==> config.mk <==
export PLATFORM = sky130hd
export DESIGN_NAME = spi_fifo
export DESIGN_NICKNAME = d
export VERILOG_FILES = /design/src/rtl/spi_pkg.sv /design/src/rtl/spi_fifo.sv
export SDC_FILE = /design/constraint.sdc
export NUM_CORES = 1
export LEC_CHECK = 0
export ABC_AREA = 1
export BUFFER_PORTS_ARGS = -buffer_cell sky130_fd_sc_hd__clkbuf_2
export CAP_MARGIN = 20
export CELL_PAD_IN_SITES_DETAIL_PLACEMENT = 0
export CELL_PAD_IN_SITES_GLOBAL_PLACEMENT = 2
export CORE_MARGIN = 5
export CORE_UTILIZATION = 44
export DETAILED_ROUTE_END_ITERATION = 7
export GPL_TIMING_DRIVEN = 0
export PLACE_DENSITY = 0.83
export SETUP_SLACK_MARGIN = 0.4
export SKIP_CTS_REPAIR_TIMING = 1
export SLEW_MARGIN = 10
export SYNTH_ARGS = -nofsm -noshare
export SYNTH_HDL_FRONTEND = slang
export SYNTH_SLANG_ARGS = --single-unit
==> constraint.sdc <==
create_clock -name i_clk -period 23 [get_ports i_clk]
set_input_delay 1.15 -clock i_clk [delete_from_list [all_inputs] [get_ports i_clk]]
set_output_delay 1.15 -clock i_clk [all_outputs]
set_load 0.02 [all_outputs]
==> src/rtl/spi_pkg.sv <==
`default_nettype none
package spi_pkg;

    // Configuration register indexes
    localparam logic [2:0] CFG_PX = 3'd0;
    localparam logic [2:0] CFG_PY = 3'd1;
    localparam logic [2:0] CFG_PZ = 3'd2;
    localparam logic [2:0] CFG_NX = 3'd3;
    localparam logic [2:0] CFG_NY = 3'd4;
    localparam logic [2:0] CFG_NZ = 3'd5;

    localparam int CFG_IDX_W = 3;
    localparam int CFG_DATA_W = 32;

    // Queue between front and back
    localparam int FIFO_DEPTH = 4;
    localparam int FIFO_AW = 2;

    // Square root steps over a 64-bit radicand
    localparam int SQRT_STEPS = 32;

    // Classified segment, front to back
    typedef struct packed {
        logic             hit;
        logic [2:0][31:0] v0;
        logic [2:0][32:0] dir;
        logic [31:0]      a0;
        logic [31:0]      a1;
        logic [63:0]      sq;
    } t_job;

    // What the back carries along its stages
    typedef struct packed {
        logic             hit;
        logic [2:0][31:0] v0;
        logic [2:0][32:0] dir;
    } t_bjob;

    function automatic logic [31:0] sat32(input logic signed [63:0] x);
        logic [31:0] r;
        if (x > 64'sh0000_0000_7FFF_FFFF) begin
            r = 32'h7FFF_FFFF;
        end else if (x < -64'sh0000_0000_8000_0000) begin
            r = 32'h8000_0000;
        end else begin
            r = x[31:0];
        end
        return r;
    endfunction

endpackage
`default_nettype wire

==> src/rtl/spi_fifo.sv <==
`default_nettype none
module spi_fifo (
    input  wire                       i_clk,
    input  wire                       i_rst_n,
    input  wire                       i_push,
    input  spi_pkg::t_job             i_data,
    input  wire                       i_pop,
    output spi_pkg::t_job             o_data,
    output logic                      o_empty,
    output logic                      o_full
);

    spi_pkg::t_job                r_mem [spi_pkg::FIFO_DEPTH];
    logic [spi_pkg::FIFO_AW-1:0]  r_wp, r_rp;
    logic [spi_pkg::FIFO_AW:0]    r_cnt;

    assign o_empty = (r_cnt == '0);
    assign o_full  = (r_cnt == (spi_pkg::FIFO_AW+1)'(spi_pkg::FIFO_DEPTH));
    assign o_data  = r_mem[r_rp];

    always_ff @(posedge i_clk) begin
        if (i_push) begin
            r_mem[r_wp] <= i_data;
        end
    end

    always_ff @(posedge i_clk) begin
        if (!i_rst_n) begin
            r_wp  <= '0;
            r_rp  <= '0;
            r_cnt <= '0;
        end else begin
            if (i_push) begin
                r_wp <= r_wp + 1'b1;
            end
            if (i_pop) begin
                r_rp <= r_rp + 1'b1;
            end
            if (i_push && !i_pop) begin
                r_cnt <= r_cnt + 1'b1;
            end else if (i_pop && !i_push) begin
                r_cnt <= r_cnt - 1'b1;
            end
        end
    end

endmodule
`default_nettype wire

==> summary.md <==
| Metric | Value |
|---|---|
| Outcome | `finished clean` |
| Final setup fails | `0` |
| Seq pwr share | `about 50%` |
| Initial antenna violation count | `22` |
| Initial Utilization | `between 40% and 50%` |
| Final core utilization | `a little over half` |
| Clk slew on worst S/H paths | `approximately 0.050 ns` |
| Clk network pwr share | `about two fifths` |
| Worst path arrival time | `about 2.9 ns` |
| Synth Net Count | `3524` |
| Rel. slew slack | `a little over half` |
| Final hold vios | `0` |
| R2R Setup Slk | `about 20 ns` |
| Antenna-violating nets left | `0` |
| Clock sink count | `roughly 1300` |
| Pin count of the biggest net entering global routing | `100` |
| Post-DP HPWL | `about 84000 um` |
| CTS tree | `built` |
| GRT Total Usage | `22.1%` |
| Crit Path Class | `reg -> out` |
| Yosys cell types | `20` |
| Area Overhead vs Synth | `20.3%` |
| Worst setup EP type | `output pin` |
| Clock Tree Buf Depth | `3` |
| Post-DR wirelength/cell | `about 24 um` |
| Num CTS Buffers | `137` |
| DRC violation count after routing | `0` |
| Final WL | `~130000 um` |
| Grt ovf | `0` |
| Vias | `about 30000` |
| Adder-cell share of the synthesized area | `less than 1%` |
| Die Wd | `around 340 um` |
| Syn Inst Count | `around 3200` |
| Cell Area, Synth | `slightly below 50000 um^2` |
| Part of the cycle the worst path needs | `roughly 18%` |
| Worst Setup Start Kind | `flop` |
| VDD IR max | `between 0.00006 and 0.00007 V` |
| IO Count | `654` |
| Via/cell ratio | `5.35` |
| Largest family of logic cells by synthesized area | `compound AO/OA/AOI/OAI gates` |
| Post-synthesis xor/xnor area fraction | `0%` |
| Final min period | `4.04 ns` |
| Die ar. | `117000 um^2` |
| Post-synthesis sequential area ratio | `80.9%` |
| Int Pwr | `0.00413 W` |
| Fillers | `~9000` |
| Worst Hold Class | `reg -> reg` |
| Required @ worst endpoint | `~22 ns` |
| Syn. warnings | `0` |
| Clock Latency Late Sink | `0.73 ns` |
| Iter 0 DRT Violations | `2019` |
| Sw power | `0.00132 W` |
| Max Slew Vio Count | `0` |
| Sw Ratio | `approximately 24%` |
| Core box area | `~110000 um^2` |
| CTS root buffer | `clkbuf_16` |
| Final Wtd Congestion | `around 0.77` |
| Max_cap viols | `0` |
| Power Dens Cells | `~94 nW/um^2` |
| Row cnt | `between 100 and 150` |
| Compound-cell area share of the yosys netlist | `between 10 and 15%` |
| Flops & latches, synth | `1305` |
| Sum of negative setup slack | `0 ns` |
| TritonRoute pass-1 iters | `5` |
| Mux cell area share after synthesis | `0%` |
| Die Y | `roughly 340 um` |
| Critical path fanouts, max | `10` |
| PortBufs | `653` |
| H-tree depth | `4` |
| Layout cell share with drive strength beyond 1 | `24.4%` |
| Logic pwr share | `between 10% and 20%` |
| First-pass GRT wire length | `approximately 190000 um` |
| Actual slew at the worst max-slew pin | `approximately 0.71 ns` |
| RSZ-0062 raised after global routing | `no` |
| Maximum clock frequency | `about 0.25 GHz` |
| Clk_skew | `around 0.016 ns` |
| Number of global-route vias before repair | `just under 30000` |
| Leak pwr | `~20 nW` |
| Mapped Avg Cell Area | `15.1 um^2` |
| Nets | `between 4000 and 5000` |
| Post-synthesis simple-gate area fraction | `roughly 5.2%` |
-- critical path: stages (launching register included) --
cell and delay (ns):
dfxtp_1 0.32, buf_6 0.19, buf_6 0.22, buf_2 0.38, buf_2 0.35, nor2_1 0.08
o22ai_1 0.36, clkbuf_2 0.25
-- logic make-up after synthesis --
kind of cell	Yosys count
simple gates	666
fa+ha+maj	6
flops	1305
compound gates	982
buf+inv	231
-- final timing paths --
check | from | endpoint | cells past startpoint
min | r_rp[1] | r_rp[1] | 1
min reg2reg | r_rp[1] | r_rp[1] | 1
max | flop | o_data[48] | 7
max reg2reg | r_wp[0] | r_mem[2][230] | 6
-- stage by stage --
stage,instance area [um^2],worst slack [ns],total power (W),hold WS (ns),std cells
after global placement,53300,8.98,0.00343,0.424,5257
after CTS,58100,18.83,0.00549,0.451,5516
after floorplan,48300,14.94,0.00313,0.412,3190
after detailed placement,53700,19.52,0.00339,0.439,5270
after global routing,58100,18.77,0.00564,0.495,5525
final,58100,18.96,0.00544,0.458,5527
-- cell usage in the layout, fill, tap and decap left out, drive strengths merged, types with 3 or more instances in the layout --
master and instances:
a21oi 4, buf 149, bufinv 8, clkbuf 904, clkinv 59, clkinvlp 3, dfxtp 9, diode 11
edfxtp 1296, ha 5, inv 20, nand2 9, nor2 653, o21ai 654, o22ai 324
-- sequential cells by signal, summed over array words and instances, names as in the netlist, named ones only --
register	cells
r_mem	1296
r_cnt	3
r_rp	2
r_wp	2
-- cell type report --
| type | instances | area, um^2 | share of cell area, % |
|---|---|---|---|
| flip-flops and latches | 1305 | 39100 | 67.3 |
| repair buffers | 666 | 3630 | 6.24 |
| plain buffers | 214 | 1230 | 2.12 |
| clock inverters | 73 | 592 | 1.02 |
| diodes | 11 | 27.5 | 0.0474 |
| clock buffers | 173 | 3750 | 6.46 |
| multi-input cells | 1654 | 7910 | 13.6 |
| well taps | 1414 | 1770 | 3.04 |
| inverters | 17 | 98.8 | 0.170 |
-- synthesized netlist by cell type --
cell / count / area (um^2)
o21ai_1: 67 / 335
ha_1: 5 / 62.6
nand4_1: 1 / 6.26
buf_6: 39 / 439
clkbuf_1: 78 / 293
o22ai_1: 324 / 2030
inv_2: 1 / 3.75
nand2_1: 9 / 33.8
dfxtp_1: 9 / 180
fa_1: 1 / 20.0
nand3_1: 1 / 5.00
buf_2: 92 / 460
nor2_1: 653 / 2450
o21ai_0: 587 / 2940
inv_1: 15 / 56.3
buf_4: 5 / 37.5
inv_6: 1 / 8.76
a21oi_1: 4 / 20.0
edfxtp_1: 1296 / 38900
nor3_1: 2 / 10.0
-- power groups by stage --
stage	logic [W]	clock network (W)	registers, W
after floorplan	0.000316	0	0.00282
after global placement	0.000585	0	0.00285
after detailed placement	0.000598	0	0.00279
after CTS	0.000599	0.00215	0.00274
after global routing	0.000635	0.00226	0.00275
final	0.000591	0.00211	0.00274
-- layer usage --
| layer | vias to the layer above | GRT usage, % | wire length, um |
|---|---|---|---|
| met1 | 14600 | 27.8 | 51800 |
| met4 | 22 | 7.28 | 3620 |
| met3 | 179 | 5.60 | 9910 |
| li1 | 13800 | - | - |
| met5 | - | 0 | 152 |
| met2 | 989 | 37.7 | 67100 |
Note: power is estimated with default switching activity, not from simulation.
